===== src/hdl/ppsc_pkg.sv =====
// Shared types, constants and helper functions for the plane split clipper.
`timescale 1ns / 1ps

package ppsc_pkg;

    localparam int ATTR_WORDS_DEF = 5;
    localparam int LANES_DEF      = 4;
    localparam int WORDS_IO       = 5;
    localparam int LANES_IO       = 4;
    localparam int POS_W          = 32;
    localparam int ATTR_W         = 64;
    localparam int LANE_W         = 16;
    localparam int DIST_W         = 64;
    localparam int T_W            = 17;
    localparam int DATA_W         = 3 * POS_W + WORDS_IO * ATTR_W;
    localparam int CFG_IDX_W      = 3;
    localparam int FIFO_DEPTH     = 2;

    localparam logic [T_W-1:0] T_ONE = 17'h1_0000;

    localparam logic [CFG_IDX_W-1:0] REG_POINT_X  = 3'd0;
    localparam logic [CFG_IDX_W-1:0] REG_POINT_Y  = 3'd1;
    localparam logic [CFG_IDX_W-1:0] REG_POINT_Z  = 3'd2;
    localparam logic [CFG_IDX_W-1:0] REG_NORMAL_X = 3'd3;
    localparam logic [CFG_IDX_W-1:0] REG_NORMAL_Y = 3'd4;
    localparam logic [CFG_IDX_W-1:0] REG_NORMAL_Z = 3'd5;
    localparam logic [CFG_IDX_W-1:0] REG_THRESH   = 3'd6;

    localparam logic [POS_W-1:0] NORMAL_Z_RST = 32'h0001_0000;
    localparam logic [31:0]      THRESH_RST   = 32'd42950;

    localparam logic signed [64:0] SUM_MAX = 65'sh0_7FFF_FFFF_FFFF_FFFF;
    localparam logic signed [64:0] SUM_MIN = -SUM_MAX;

    typedef logic [2:0][POS_W-1:0]         t_pos;
    typedef logic [WORDS_IO-1:0][ATTR_W-1:0] t_attr;

    typedef struct packed {
        t_pos        point;
        t_pos        normal;
        logic [31:0] thresh;
    } t_plane;

    typedef struct packed {
        logic              prime;
        logic              is_in;
        logic [DIST_W-1:0] sdist;
        t_pos              pos;
        t_attr             attr;
    } t_vtx;

    typedef enum logic [1:0] {F_IDLE, F_MUL, F_PUSH} t_fstate;

    typedef enum logic [2:0] {
        B_IDLE, B_EDOT, B_TSET, B_DIV, B_IPOS, B_IATTR, B_EMIT
    } t_bstate;

    // Clamp a 33-bit difference to the signed 32-bit range.
    function automatic logic signed [31:0] sat32(input logic signed [32:0] v);
        logic signed [31:0] r;
        if (v[32] != v[31]) begin
            r = v[32] ? 32'sh8000_0000 : 32'sh7FFF_FFFF;
        end else begin
            r = v[31:0];
        end
        return r;
    endfunction

    // Saturating add, symmetric limits of plus and minus (2^63 - 1).
    function automatic logic signed [63:0] sat_add(input logic signed [63:0] a,
                                                   input logic signed [63:0] b);
        logic signed [64:0] s;
        logic signed [63:0] r;
        s = $signed({a[63], a}) + $signed({b[63], b});
        if (s > SUM_MAX) begin
            r = SUM_MAX[63:0];
        end else if (s < SUM_MIN) begin
            r = SUM_MIN[63:0];
        end else begin
            r = s[63:0];
        end
        return r;
    endfunction

    function automatic logic [ATTR_W-1:0] lane_mask(input int lanes);
        logic [ATTR_W-1:0] m;
        m = '0;
        for (int k = 0; k < LANES_IO; k++) begin
            if (k < lanes) m[k*LANE_W +: LANE_W] = '1;
        end
        return m;
    endfunction

endpackage


===== src/hdl/ppsc_fifo.sv =====
// Short queue of classified vertices between the front end and the back end.
`timescale 1ns / 1ps

module ppsc_fifo import ppsc_pkg::*; #(
    parameter int DEPTH = FIFO_DEPTH
) (
    input  logic i_clk,
    input  logic i_rst_n,
    input  logic i_push,
    input  t_vtx i_data,
    output logic o_full,
    input  logic i_pop,
    output logic o_valid,
    output t_vtx o_data
);

    localparam int PTR_W = (DEPTH > 1) ? $clog2(DEPTH) : 1;
    localparam int CNT_W = $clog2(DEPTH + 1);

    t_vtx             r_mem [DEPTH];
    logic [PTR_W-1:0] r_wptr;
    logic [PTR_W-1:0] r_rptr;
    logic [CNT_W-1:0] r_count;

    assign o_full  = (r_count == CNT_W'(DEPTH));
    assign o_valid = (r_count != '0);
    assign o_data  = r_mem[r_rptr];

    always_ff @(posedge i_clk) begin
        if (!i_rst_n) begin
            r_wptr  <= '0;
            r_rptr  <= '0;
            r_count <= '0;
        end else begin
            if (i_push) begin
                r_wptr <= (r_wptr == PTR_W'(DEPTH - 1)) ? '0 : r_wptr + 1'b1;
            end
            if (i_pop) begin
                r_rptr <= (r_rptr == PTR_W'(DEPTH - 1)) ? '0 : r_rptr + 1'b1;
            end
            if (i_push && !i_pop) begin
                r_count <= r_count + 1'b1;
            end else if (i_pop && !i_push) begin
                r_count <= r_count - 1'b1;
            end
        end
    end

    always_ff @(posedge i_clk) begin
        if (i_push) r_mem[r_wptr] <= i_data;
    end

endmodule


===== config.mk =====
export PLATFORM = sky130hd
export DESIGN_NAME = ppsc_fifo
export DESIGN_NICKNAME = d
export VERILOG_FILES = /design/src/hdl/ppsc_pkg.sv /design/src/hdl/ppsc_fifo.sv
export SDC_FILE = /design/constraint.sdc
export NUM_CORES = 1
export LEC_CHECK = 0
export BUFFER_PORTS_ARGS = -buffer_cell sky130_fd_sc_hd__clkbuf_2
export CORE_AREA = 2 2 375 377
export CTS_BUF_LIST = sky130_fd_sc_hd__clkbuf_8
export DETAILED_ROUTE_END_ITERATION = 8
export DIE_AREA = 0 0 377 379
export PLACE_DENSITY = 0.47
export SLEW_MARGIN = 20
export SYNTH_ARGS = -nofsm -noshare
export SYNTH_HDL_FRONTEND = slang
export SYNTH_SLANG_ARGS = --single-unit

===== constraint.sdc =====
create_clock -name i_clk -period 22.8 [get_ports i_clk]
set_clock_uncertainty 0.05 [all_clocks]
set_input_delay 1.14 -clock i_clk [delete_from_list [all_inputs] [get_ports i_clk]]
set_output_delay 1.14 -clock i_clk [all_outputs]
set_load 0.02 [all_outputs]

Yosys cells after proc, flatten, opt, wreduce, memory -nomap -nowiden. Memories as Yosys holds them, arrays and structs flattened. A register that Yosys moved wholly into a read port is not among the register bits. Index checks and enable logic that the tools add are counted.

Flip-flop bits (word level): 4. RAM bits: 964. Bits of input ports: 486. Output and inout bits: 484. Word-level logic and storage cells: 23. Memories kept: 1.

Memories: r_mem (depth 2, width 482, rd ports 1, clocked after Yosys merged registers in 1, write ports 1, line ppsc_fifo.sv:20) `t_vtx r_mem [DEPTH];`.

Add/subtract/negate cells: 4. Eq/ne operators: 1. Mux-type cells: 8. Reduce and logical (&&, ||, !) cells: 6.

Operator list (count): $mux 1 (6); $mux 2 (2); $reduce_bool 2->1 (2); $add 1x1->1 const B (2); $add 2x1->2 const B (1); $eq 2x2->1 const B (1); $logic_and 1x1->1 (2); $logic_not 1->1 (2); $sub 2x1->2 const B (1).

Depth between registers and ports, before layout.
Depth in word-level cells: 4. Gate-level depth with buffers: 5.

Worst setup path after synthesis. Ideal clock, no wire load.

Kind: input to register. Start: input port i_push. End: register r_wptr. Library setup time: 0.158 ns. Arrival time: 23.273 ns. Data required time: 22.592 ns. Setup slack: -0.680 ns. Stages on the path: 2. Cells stage by stage: nor2b_1 o21a_1.

RTL lines: from (decl) (line ppsc_fifo.sv:9) `input logic i_push,`; to (signal assigned) (line ppsc_fifo.sv:36) `r_wptr <= (r_wptr == PTR_W'(DEPTH - 1)) ? '0 : r_wptr + 1'b1;`; to (decl) (line ppsc_fifo.sv:21) `logic [PTR_W-1:0] r_wptr;`.

==> impl_metrics.csv <==
group,metric,value,unit
final_layout,layout-drive-gt1-share,0.6070,
sta,hold_viol,0,
power,p_per_area,89.29,nW/um^2
yosys,yosysTopAreaCell,"edfxtp_1",
critical_path,path_depth,5,
critical_path,path_cells,"buf_4, buf_12, buf_16, mux2_2, clkbuf_2",
yosys,postSynthAreaPerCell,23.13,sq um
clocking,cts_max_path_buffers,3,
power,leakage,16.87,nW
die,dieWidth,377,microns
global_routing,grt_pass1_wl,134300,microns
sta,worstMarginPinSlew,1.262,ns
global_routing,grt_max_degree,177,
run,cap_violations,0,
clocking,cts_resized,0,
critical_path,worst-endpoint-arrival,4.17,ns
placement,gp_congestion,0.8184,
routing,first_pass_iters,5,
routing,ant_nets,0,
routing,via_count,18636,
routing,wl,97670,microns
yosys,synth_cells,1522,
die,io_pins,970,
sta,fmax,0.1866,GHz
critical_path,cp-start-kind,"register",
final_layout,fillers,13549,
die,fp.coreArea,138800,sq um
final_layout,area_growth_syn_to_layout,28.13,%
critical_path,cpPeakStageDelay,0.83,ns
placement,dpl.hpwl,69000,microns
final_layout,final_cell_mix,"969 x clkbuf_2, 964 x edfxtp_1, 482 x mux2_2",
clocking,clkLatencyLatePin,0.83,ns
final_layout,final_common_cell,"clkbuf_2",
sta,fin_crit,5.360,ns
critical_path,crit_type,"reg -> out",
global_routing,antenna_found_initial,48,
sta,fin_crit_sh,0.2351,
hold_path,hold_start,"i_data[22]",
critical_path,crit_path_top_delay_cell,"dfxtp_4",
global_routing,gr-total-overflow,0,
critical_path,crit_buf_inv,4,
critical_path,path_max_fanout,118,
critical_path,required,21.61,ns
die,num_rows,137,
clocking,cts_setup_buffers,0,
sta,relSlewSlack,0.1584,
sta,rsz0062_at_grt,"no",
yosys,ys_seq_area_frac,0.8253,
die,die_area,142900,sq um
yosys,synth_nets,2009,
clocking,clk_pin_slew,0.06,ns
global_routing,grt_pass1_vias,20193,
die,die_h,379,microns
power,ir_drop,47.22,uV
power,fin_total_pwr,4.026,mW
global_routing,gr-usage-all-layers,0.1302,
critical_path,r2r_slack,19.50,ns
placement,placement.io_buffers,969,
sta,maxSlewViolCount,0,
clocking,cts_buffers,166,
critical_path,r2r_start,"r_wptr$_SDFFE_PN0P_",
clocking,cts.sinks,969,
final_layout,final_nets,3112,
critical_path,r2r-end,"r_mem[1][373]$_DFFE_PP_",
critical_path,reg2reg_depth,3,
routing,viasPerCell,4.066,
critical_path,path_delay_family,"buffers and inverters",
hold_path,worstHoldPathType,"in -> reg",
yosys,ys_ff_latch,969,
clocking,htree_num_levels,4,
yosys,synth_top_area_frac,0.8225,
sta,fin_setup_tns,0,ns
yosys,ys_types,16,
routing,drt_iter0_markers,853,
yosys,ys_top_cells_by_area,"edfxtp_1 82%, mux2_2 15%, buf_6 1.7%",
die,initial_core_util,0.2535,
sta,setup_viol,0,
clocking,root_buffer,"clkbuf_8",
outcome,status,"finished, final reports clean",
clocking,cts_tree,"yes",
yosys,yosys_warnings,0,
routing,avgRoutedWirePerCell,21.31,microns
clocking,holdBufCountCts,0,
critical_path,cp-end-kind,"primary output",
hold_path,hold_depth,1,
hold_path,min_to,"r_mem[0][22]$_DFFE_PP_",
yosys,syn_area,35200,sq um
routing,drc_errors,0,
-- worst register-to-register path, delay by kind of cell, from the launching register on --
kind	cells	cell delay [ns]
AND/OR/NAND/NOR	1	0.61
buffers and inverters	2	1.40
flip-flops	1	0.39
-- Yosys cell counts --
| library cell | count |
|---|---|
| a21boi_0 | 1 |
| buf_2 | 1 |
| xnor2_1 | 1 |
| o21a_1 | 1 |
| nor2b_1 | 3 |
| buf_6 | 53 |
| inv_1 | 1 |
| mux2_2 | 482 |
| xor2_1 | 2 |
| or3_1 | 1 |
| o21ai_0 | 1 |
| or2_2 | 1 |
| dfxtp_1 | 5 |
| ha_1 | 1 |
| and2_1 | 4 |
| edfxtp_1 | 964 |
-- layout make-up --
cell class / instances / area, sq um / area share
well taps: 1807 / 2261 / 0.05013
clock buffers: 171 / 2354 / 0.05219
clock inverters: 133 / 715.7 / 0.01587
multi-input cells: 498 / 5553 / 0.1231
diodes: 15 / 37.54 / 0.0008323
inverters: 1 / 3.754 / 0.00008323
flip-flops and latches: 969 / 29050 / 0.6442
repair buffers: 989 / 5121 / 0.1136
-- sequential cells by signal (all words and copies together) (netlist names), named ones only --
name and count:
r_wptr 1, r_count 2, r_mem 964, r_rptr 1
-- through the flow --
step	util	setup slack, ns	hold WS, ns	instance area, sq um	std cells
6_report	0.3248	17.44	0.4207	45100	4583
5_1_grt	0.3247	17.11	0.3138	45090	4579
4_1_cts	0.3237	17.20	0.2863	44950	4564
3_5_place_dp	0.3016	18.21	0.4801	41880	4260
3_3_place_gp	0.3016	18.35	0.4358	41880	4260
2_1_floorplan	-	8.547	0.4178	35200	1522
-- how the worst max path moves through the flow --
stage / from / end / slack, ns
global placement: register / o_data[14] / 18.35
CTS: register / o_data[14] / 17.20
detailed placement: register / o_data[333] / 18.21
floorplan: i_push / r_wptr$_SDFFE_PN0P_ / 8.55
finish: register / o_data[112] / 17.44
global route: register / o_data[112] / 17.11
-- cells by family (layout without fill, tap and decap cells) --
group	after synthesis	in the layout	synth area share
other	0	15	0
buffers and inverters	55	1294	0.01721
adders and majority gates	1	1	0.0003554
and+or+nand+nor	9	9	0.001600
DFF	969	969	0.8253
AOI/OAI and AO/OA	3	3	0.0005688
xor gates and xnor gates	3	3	0.0007467
muxes	482	482	0.1542
-- layer usage --
metal,track usage,part of all wire
met2,0.2224,0.50
met1,0.1293,0.35
met3,0.07050,0.11
met4,0.05977,0.034
met5,0,0.0030
-- report_power, final --
group          internal [mW]  total (mW)  switching [mW]
registers               2.06        2.09          0.0232
clock network          0.746        1.45           0.707
logic                  0.182       0.487           0.305
Power figures use the tool's default switching activity.
