===== src/hdl/ppsc_pkg.sv =====
// Shared types, constants and helper functions for the plane split clipper.
`timescale 1ns / 1ps

package ppsc_pkg;

    localparam int ATTR_WORDS_DEF = 5;
    localparam int LANES_DEF      = 4;
    localparam int WORDS_IO       = 5;
    localparam int LANES_IO       = 4;
    localparam int POS_W          = 32;
    localparam int ATTR_W         = 64;
    localparam int LANE_W         = 16;
    localparam int DIST_W         = 64;
    localparam int T_W            = 17;
    localparam int DATA_W         = 3 * POS_W + WORDS_IO * ATTR_W;
    localparam int CFG_IDX_W      = 3;
    localparam int FIFO_DEPTH     = 2;

    localparam logic [T_W-1:0] T_ONE = 17'h1_0000;

    localparam logic [CFG_IDX_W-1:0] REG_POINT_X  = 3'd0;
    localparam logic [CFG_IDX_W-1:0] REG_POINT_Y  = 3'd1;
    localparam logic [CFG_IDX_W-1:0] REG_POINT_Z  = 3'd2;
    localparam logic [CFG_IDX_W-1:0] REG_NORMAL_X = 3'd3;
    localparam logic [CFG_IDX_W-1:0] REG_NORMAL_Y = 3'd4;
    localparam logic [CFG_IDX_W-1:0] REG_NORMAL_Z = 3'd5;
    localparam logic [CFG_IDX_W-1:0] REG_THRESH   = 3'd6;

    localparam logic [POS_W-1:0] NORMAL_Z_RST = 32'h0001_0000;
    localparam logic [31:0]      THRESH_RST   = 32'd42950;

    localparam logic signed [64:0] SUM_MAX = 65'sh0_7FFF_FFFF_FFFF_FFFF;
    localparam logic signed [64:0] SUM_MIN = -SUM_MAX;

    typedef logic [2:0][POS_W-1:0]         t_pos;
    typedef logic [WORDS_IO-1:0][ATTR_W-1:0] t_attr;

    typedef struct packed {
        t_pos        point;
        t_pos        normal;
        logic [31:0] thresh;
    } t_plane;

    typedef struct packed {
        logic              prime;
        logic              is_in;
        logic [DIST_W-1:0] sdist;
        t_pos              pos;
        t_attr             attr;
    } t_vtx;

    typedef enum logic [1:0] {F_IDLE, F_MUL, F_PUSH} t_fstate;

    typedef enum logic [2:0] {
        B_IDLE, B_EDOT, B_TSET, B_DIV, B_IPOS, B_IATTR, B_EMIT
    } t_bstate;

    // Clamp a 33-bit difference to the signed 32-bit range.
    function automatic logic signed [31:0] sat32(input logic signed [32:0] v);
        logic signed [31:0] r;
        if (v[32] != v[31]) begin
            r = v[32] ? 32'sh8000_0000 : 32'sh7FFF_FFFF;
        end else begin
            r = v[31:0];
        end
        return r;
    endfunction

    // Saturating add, symmetric limits of plus and minus (2^63 - 1).
    function automatic logic signed [63:0] sat_add(input logic signed [63:0] a,
                                                   input logic signed [63:0] b);
        logic signed [64:0] s;
        logic signed [63:0] r;
        s = $signed({a[63], a}) + $signed({b[63], b});
        if (s > SUM_MAX) begin
            r = SUM_MAX[63:0];
        end else if (s < SUM_MIN) begin
            r = SUM_MIN[63:0];
        end else begin
            r = s[63:0];
        end
        return r;
    endfunction

    function automatic logic [ATTR_W-1:0] lane_mask(input int lanes);
        logic [ATTR_W-1:0] m;
        m = '0;
        for (int k = 0; k < LANES_IO; k++) begin
            if (k < lanes) m[k*LANE_W +: LANE_W] = '1;
        end
        return m;
    endfunction

endpackage


===== src/hdl/ppsc_front.sv =====
// Front end: accepts vertices, computes the signed plane distance and classifies them.
`timescale 1ns / 1ps

module ppsc_front import ppsc_pkg::*; #(
    parameter int ATTR_WORDS     = ATTR_WORDS_DEF,
    parameter int LANES_PER_WORD = LANES_DEF
) (
    input  logic   i_clk,
    input  logic   i_rst_n,
    input  t_plane i_plane,
    input  logic   i_valid,
    output logic   o_ready,
    input  logic   i_prime,
    input  t_pos   i_pos,
    input  t_attr  i_attr,
    output logic   o_push,
    output t_vtx   o_vtx,
    input  logic   i_full
);

    localparam int NW = (ATTR_WORDS < WORDS_IO) ? ATTR_WORDS : WORDS_IO;
    localparam logic [ATTR_W-1:0] MASK = lane_mask(LANES_PER_WORD);

    t_fstate r_state, n_state;
    logic [1:0] r_cnt, n_cnt;

    logic               r_prime;
    t_pos               r_pos;
    t_attr              r_attr;
    logic signed [63:0] r_prod;
    logic signed [63:0] r_acc;

    logic               w_accept;
    logic [1:0]         w_axis;
    logic signed [31:0] w_diff;
    logic signed [63:0] w_prod;

    always_comb begin
        n_state = r_state;
        unique case (r_state)
            F_IDLE:  if (i_valid) n_state = F_MUL;
            F_MUL:   if (r_cnt == 2'd3) n_state = F_PUSH;
            F_PUSH:  if (!i_full) n_state = F_IDLE;
            default: n_state = F_IDLE;
        endcase
        n_cnt = (r_state == F_MUL && n_state == F_MUL) ? r_cnt + 2'd1 : 2'd0;
    end

    always_comb begin
        o_ready  = (r_state == F_IDLE);
        o_push   = (r_state == F_PUSH) && !i_full;
        w_accept = o_ready && i_valid;
    end

    always_comb begin
        w_axis = (r_cnt == 2'd3) ? 2'd0 : r_cnt;
        w_diff = sat32($signed({r_pos[w_axis][31], r_pos[w_axis]})
                     - $signed({i_plane.point[w_axis][31], i_plane.point[w_axis]}));
        w_prod = w_diff * $signed(i_plane.normal[w_axis]);
    end

    always_comb begin
        o_vtx.prime = r_prime;
        o_vtx.is_in = !r_acc[63];
        o_vtx.sdist = r_acc;
        o_vtx.pos   = r_pos;
        o_vtx.attr  = r_attr;
    end

    always_ff @(posedge i_clk) begin
        if (!i_rst_n) begin
            r_state <= F_IDLE;
            r_cnt   <= 2'd0;
        end else begin
            r_state <= n_state;
            r_cnt   <= n_cnt;
        end
    end

    // Three products go through one multiplier; each is added to the sum in the next cycle.
    always_ff @(posedge i_clk) begin
        if (w_accept) begin
            r_prime <= i_prime;
            r_pos   <= i_pos;
            r_acc   <= '0;
            for (int w = 0; w < WORDS_IO; w++) begin
                r_attr[w] <= (w < NW) ? (i_attr[w] & MASK) : '0;
            end
        end
        if (r_state == F_MUL) begin
            r_prod <= w_prod;
            if (r_cnt != 2'd0) r_acc <= sat_add(r_acc, r_prod);
        end
    end

endmodule


===== config.mk =====
export PLATFORM = sky130hd
export DESIGN_NAME = ppsc_front
export DESIGN_NICKNAME = d
export VERILOG_FILES = /design/src/hdl/ppsc_pkg.sv /design/src/hdl/ppsc_front.sv
export SDC_FILE = /design/constraint.sdc
export NUM_CORES = 2
export LEC_CHECK = 0
export ABC_AREA = 1
export BUFFER_PORTS_ARGS = -buffer_cell sky130_fd_sc_hd__buf_2
export CAP_MARGIN = 15
export CORE_AREA = 2 2 443 445
export CTS_BUF_LIST = sky130_fd_sc_hd__clkbuf_4 sky130_fd_sc_hd__clkbuf_8 sky130_fd_sc_hd__clkbuf_16
export DETAILED_ROUTE_END_ITERATION = 10
export DIE_AREA = 0 0 445 447
export GPL_TIMING_DRIVEN = 0
export HOLD_SLACK_MARGIN = 0.05
export PLACE_DENSITY = 0.61
export RECOVER_POWER = 25
export SYNTH_ARGS = -nofsm -noshare
export SYNTH_HDL_FRONTEND = slang
export SYNTH_SLANG_ARGS = --single-unit

===== constraint.sdc =====
create_clock -name i_clk -period 17.15 [get_ports i_clk]
set_clock_uncertainty 0.2 [all_clocks]
set_input_delay 1.715 -clock i_clk [delete_from_list [all_inputs] [get_ports i_clk]]
set_output_delay 1.715 -clock i_clk [all_outputs]
set_load 0.005 [all_outputs]

After elaboration in Yosys (flattened, before gate mapping)
Index checks and enable logic that the tools add are counted.
Widths: inputs -> output; s select.
- register bits after elaboration: 549
- input port bits: 645
- output and inout bits: 484
- logic and storage cells: 51
- add/sub/neg operators: 3
- multipliers: 1
- order comparisons: 3
- equal/unequal tests: 5
- muxes and demuxes: 18
- reduce and logical (&&, ||, !) cells: 8
- operators with widths (operator ; count):
    $mux 64 ; 5
    $bmux 32 s2 ; 3
    $mux 32 ; 5
    $add 64x64->65 ; 1
    $gt 65x64->1 const B ; 1
    $lt 65x64->1 const B ; 1
    $mul 32x32->64 ; 1
    $sub 32x32->33 ; 1
    $mux 2 ; 4
    $pmux 2 s3 ; 1
    $eq 2x1->1 const B ; 2
    $eq 2x2->1 const B ; 2
    $logic_and 1x1->1 ; 3
    $lt 2x3->1 const B ; 1
    $add 2x1->2 const B ; 1
    $logic_not 1->1 ; 2
    $logic_not 2->1 ; 1
    $reduce_and 2->1 ; 1
    $reduce_bool 2->1 ; 1
    $ne 1x1->1 ; 1

Logic depth before layout (Yosys ltp)
- depth in word-level cells: 8
- mapped depth: 63
- gate-level depth less buffers: 59

Least setup slack after synthesis
Ideal clock, no wire load.
- kind: input -> register
- start: in i_plane[129] (netlist name)
- end: reg r_prod[60], data pin
- library setup time: 0.260 ns
- data arrival time: 10.832 ns
- data required time: 16.690 ns
- setup slack: 5.858 ns
- cell stages on the path: 41
- buffers on the path: 2
- cell sequence: or2_2 a32oi_1 inv_1 fa_1 o21ai_2 nand2_1 nand2_1 nand2_1 nand2_1 nand2_1 nand2_2 nand2_1 nand2_2 nand3_2 nand2_2 nand4_1 nand2_2 xnor2_1 [... 5 more ...] fa_1 fa_1 inv_1 fa_1 inv_1 fa_1 fa_1 fa_1 ha_1 a21oi_1 inv_1 a21oi_1 o211ai_1 a21o_1 a21oi_1 nor2_1 nor2_1 xor2_1
- cells in the longest elaborated chain, start to end: 6
- elaborated cells on any way between the ends: 7
- classes of those cells: add/sub (1); mul (1); eq/ne (1); mux (4)
- ends and longest elaborated chain (item ; line ; RTL):
    from (decl) ; ppsc_front.sv:10 ; input t_plane i_plane,
    $bmux 32 s2 * ; ppsc_front.sv:58 ; - $signed({i_plane.point[w_axis][31], i_plane.point[w_axis]}));
    $mux 32 (implied by the code) * ; ppsc_front.sv:58 ;
    $sub 32x32->33 * ; ppsc_front.sv:58 ;
    $mux 32 or $ne 1x1->1 (tied branches) ; ppsc_pkg.sv:62, ppsc_pkg.sv:61 ;
    $mux 32 * ; ppsc_pkg.sv:61 ; if (v[32] != v[31]) begin
    $mul 32x32->64 * ; ppsc_front.sv:59 ; w_prod = w_diff * $signed(i_plane.normal[w_axis]);
    net w_prod[60] ; ppsc_front.sv:36 ; logic signed [63:0] w_prod;
    to (signal assigned) ; ppsc_front.sv:91 ; r_prod <= w_prod;
    to (decl) ; ppsc_front.sv:30 ; logic signed [63:0] r_prod;
The timed path passes the listed nets; every way through them passes the cells marked *. The select of a mux whose other input is x is not followed.
A chain may end at the register's enable or synchronous reset.

Worst setup path in the final report
- start: reg r_cnt[0]
- end: reg r_prod[60], data pin
- cells in the longest elaborated chain, start to end: 8
- elaborated cells on any way between the ends: 13
- classes of those cells: add/sub (1); mul (1); eq/ne (2); mux (9)
- ends and longest elaborated chain (item ; line ; RTL):
    from (decl) ; ppsc_front.sv:25 ; logic [1:0] r_cnt, n_cnt;
    from (signal assigned) ; ppsc_front.sv:76 ; r_cnt <= n_cnt;
    $eq 2x2->1 ; ppsc_front.sv:56 ; w_axis = (r_cnt == 2'd3) ? 2'd0 : r_cnt;
    $mux 2 * ; ppsc_front.sv:56 ;
    $bmux 32 s2 (on tied branches) ; ppsc_front.sv:57, ppsc_front.sv:58 ;
    $mux 32 (on tied branches) ; ppsc_front.sv:57, ppsc_front.sv:58 ;
    $sub 32x32->33 ; ppsc_front.sv:58 ;
    $mux 32 or $ne 1x1->1 (tied branches) ; ppsc_pkg.sv:62, ppsc_pkg.sv:61 ;
    $mux 32 ; ppsc_pkg.sv:61 ;
    $mul 32x32->64 * ; ppsc_front.sv:59 ;
    net w_prod[60] ; ppsc_front.sv:36 ;
Marked as above.

==> flow_summary.yaml <==
outcome:
  status: "finished with violations"
  violations: "capacitance limit, slew limit"
job:
  cap_violations: 1
clocking:
  htreeDepth: 3
  cts_tree: "built"
  clk_latency_ns: 0.77
  postCtsHoldBufs: 0
  cts_setup_buffers: 0
  clk_pin_slew_worst_paths_ns: 0.05
  cts_root_buf: "clkbuf_16"
  cts.repair.resized: 0
  cts_made_buffers: 68
  cts_buffer_depth: 3
  cts_sinks: 549
critical_path:
  endpoint_kind: "flop"
  cp_data_required_time_ns: 17.45
  worst_path_most_repeated_cell: "fa_1"
  crit_fanout: 11
  cp.arrival_ns: 17.01
  crit_type: "flop to flop"
  max_stage_delay_ns: 1.28
  cp-start-kind: "flop"
  critPathSlowestCell: "fa_1"
logic_synthesis:
  synthSimpleGateAreaFrac: 0.168
  synth_cells: 7133
  synth_fa_ha_area_frac: 0.399
  synthDistinctLibCells: 52
  synth-main-ff-cell: "edfxtp_1"
  synth-compound-area-share: 0.0545
  synth_top_family_by_area: "adder cells"
  yosysSeqAreaShare: 0.249
  ys_seq_elements: 549
  synthXorXnorAreaFrac: 0.0162
  synth.cell_area_um2: 63400
  avgSynthCellArea_um2: 8.89
  async_flop_share: 0
  synth-edff-count: 481
  synthMuxAreaShare: 0
  yosys_warnings: 0
  synthesis.nets: 9147
detailed_routing:
  firstDrtPassIters: 8
  antenna_left: 0
  wl_um: 426000
  drcViolationCount: 0
  num_vias: 58800
  drtIter0Drc: 6642
  routed_via_density: 5.31
  routedWlPerCell_um: 38.4
floorplan:
  start_util: 0.326
  chipHeight_um: 447
  coreArea_um2: 194000
  io_pins: 1129
  rows: 162
  die_area_um2: 199000
  die_x_um: 445
sta:
  worst_pin_slew_ns: 1.84
  rsz0062_at_grt: "false"
  whs_ns: 0.281
  fin_tns_setup_ns: 0
  setup_violations: 0
  slew_headroom: -0.226
  slew_violations: 38
  setup_slack_ns: 0.442
  final_hold_viol_count: 0
  fin_crit_sh: 0.974
  layout_min_cycle_time_ns: 16.71
  max_freq_ghz: 0.0599
place:
  place_ws_ns: 1.05
  gp_congestion: 1.10
  dp_hpwl_um: 381000
  portBuffers: 1096
finish:
  fill_cells: 20200
  drive_gt1_frac: 0.169
  final_util: 0.389
  nNetsFinal: 10400
  area_delta_synth_final_pct: 19.1
  regArea_um2: 15800
  multiInputGateArea_um2: 40500
global_route:
  grt_max_degree: 134
  grt_pass1_vias: 58000
  grt_pass1_wl_um: 545000
  grt_usage: 0.424
  overflow: 0
  antenna_found_initial: 176
min_path:
  hp-class: "flop to flop"
==> layout make-up <==
| class | count | share of cell area |
|---|---|---|
| diodes | 129 | 0.00428 |
| plain buffers | 240 | 0.0159 |
| clock buffers | 81 | 0.0242 |
| clock inverters | 40 | 0.00655 |
| inverters | 1600 | 0.0797 |
| multi-input cells | 4744 | 0.536 |
| flip-flops and latches | 549 | 0.209 |
| well taps | 2542 | 0.0421 |
| repair buffers | 1149 | 0.0816 |
==> cell families after synthesis <==
logic type / after synthesis
buffers and inverters: 1840
xor gates and xnor gates: 115
AOI/OAI and AO/OA: 614
adders and majority gates: 1369
DFF: 549
and+or+nand+nor: 2646
==> synthesized netlist by cell type, types with 5 or more instances <==
| library cell | n | area share |
|---|---|---|
| nand4_1 | 30 | 0.0030 |
| nand2_1 | 1494 | 0.088 |
| xnor2_1 | 47 | 0.0065 |
| o211ai_1 | 5 | 0.00059 |
| buf_6 | 18 | 0.0032 |
| a21o_1 | 7 | 0.00083 |
| nor2_1 | 813 | 0.048 |
| a21oi_1 | 310 | 0.024 |
| inv_2 | 15 | 0.00089 |
| o21ai_0 | 174 | 0.014 |
| nand3b_1 | 17 | 0.0020 |
| xor2_1 | 67 | 0.0093 |
| nand2_2 | 22 | 0.0022 |
| buf_2 | 50 | 0.0039 |
| a2bb2oi_1 | 31 | 0.0043 |
| nand2_4 | 5 | 0.00089 |
| clkinv_1 | 6 | 0.00036 |
| nor3_1 | 29 | 0.0023 |
| ha_1 | 285 | 0.056 |
| inv_1 | 1579 | 0.094 |
| fa_1 | 1084 | 0.34 |
| nor4_1 | 6 | 0.00059 |
| nand3_1 | 153 | 0.012 |
| a31oi_1 | 27 | 0.0027 |
| clkbuf_1 | 144 | 0.0085 |
| o21bai_1 | 7 | 0.00083 |
| edfxtp_1 | 481 | 0.23 |
| dfxtp_1 | 68 | 0.021 |
| a32oi_1 | 29 | 0.0040 |
| a31o_2 | 5 | 0.00069 |
| buf_4 | 26 | 0.0031 |
| or2_2 | 64 | 0.0063 |
| and3_1 | 6 | 0.00059 |
==> critical path: cells and delay by family (launching register included) <==
family | cells | cell delay [ns]
adder cells (fa/ha/maj) | 11 | 6.41
buffers and inverters | 8 | 3.76
AO/OA/AOI/OAI | 11 | 3.30
AND/OR/NAND/NOR | 16 | 1.74
XOR/XNOR | 2 | 0.59
flip-flops | 1 | 0.40
==> per-stage QoR <==
stage	area (um2)	instances
floorplan	63400	7133
global placement	72000	10800
detailed placement	72800	10800
CTS	75200	10900
global route	75300	11000
finish	75500	11100
==> layout by cell type (no fill, tap or decap), types with 13 or more instances in the layout <==
master     count
a21oi_1      310
a2bb2oi_1     31
a31oi_1       27
a32oi_1       16
a32oi_2       13
buf_2       1083
buf_4         40
buf_6         24
buf_8         22
clkbuf_1     208
clkbuf_16     69
clkinv_1      20
dfxtp_1       68
diode_2      129
edfxtp_1     481
fa_1        1084
ha_1         285
inv_1       1578
inv_2         15
nand2_1     1494
nand2_2       22
nand3_1      153
nand3b_1      17
nand4_1       30
nor2_1       812
nor3_1        29
o21ai_0      168
or2_2         64
xnor2_1       47
xor2_1        67
==> path summary, 6_finish.rpt <==
check / start / end / slack, ns / cells after the start
setup / recovery: r_cnt[0] / r_prod[60] / 0.44 / 48
hold / removal: r_cnt[0] / r_cnt[0] / 0.28 / 1
setup reg to reg: r_cnt[0] / r_prod[60] / 0.44 / 48
hold reg to reg: r_cnt[0] / r_cnt[0] / 0.28 / 1
==> metal layers <==
metal | up-vias | track usage | part of all wire
met4 | 60 | 0.289 | 0.085
met3 | 949 | 0.183 | 0.13
li1 | 24200 | - | -
met1 | 29900 | 0.508 | 0.38
met2 | 3721 | 0.614 | 0.41
met5 | - | 0.00806 | 0.00097
==> sequential cells by signal, summed over array words and instances, names as in the netlist <==
register	flops
r_prod	64
r_cnt	2
r_acc	64
r_prime	1
o_vtx	416
r_state	2
Power is left out: the tool's default activity adds up to more than one toggle a clock period on the data nets, which glitch-free logic cannot reach.
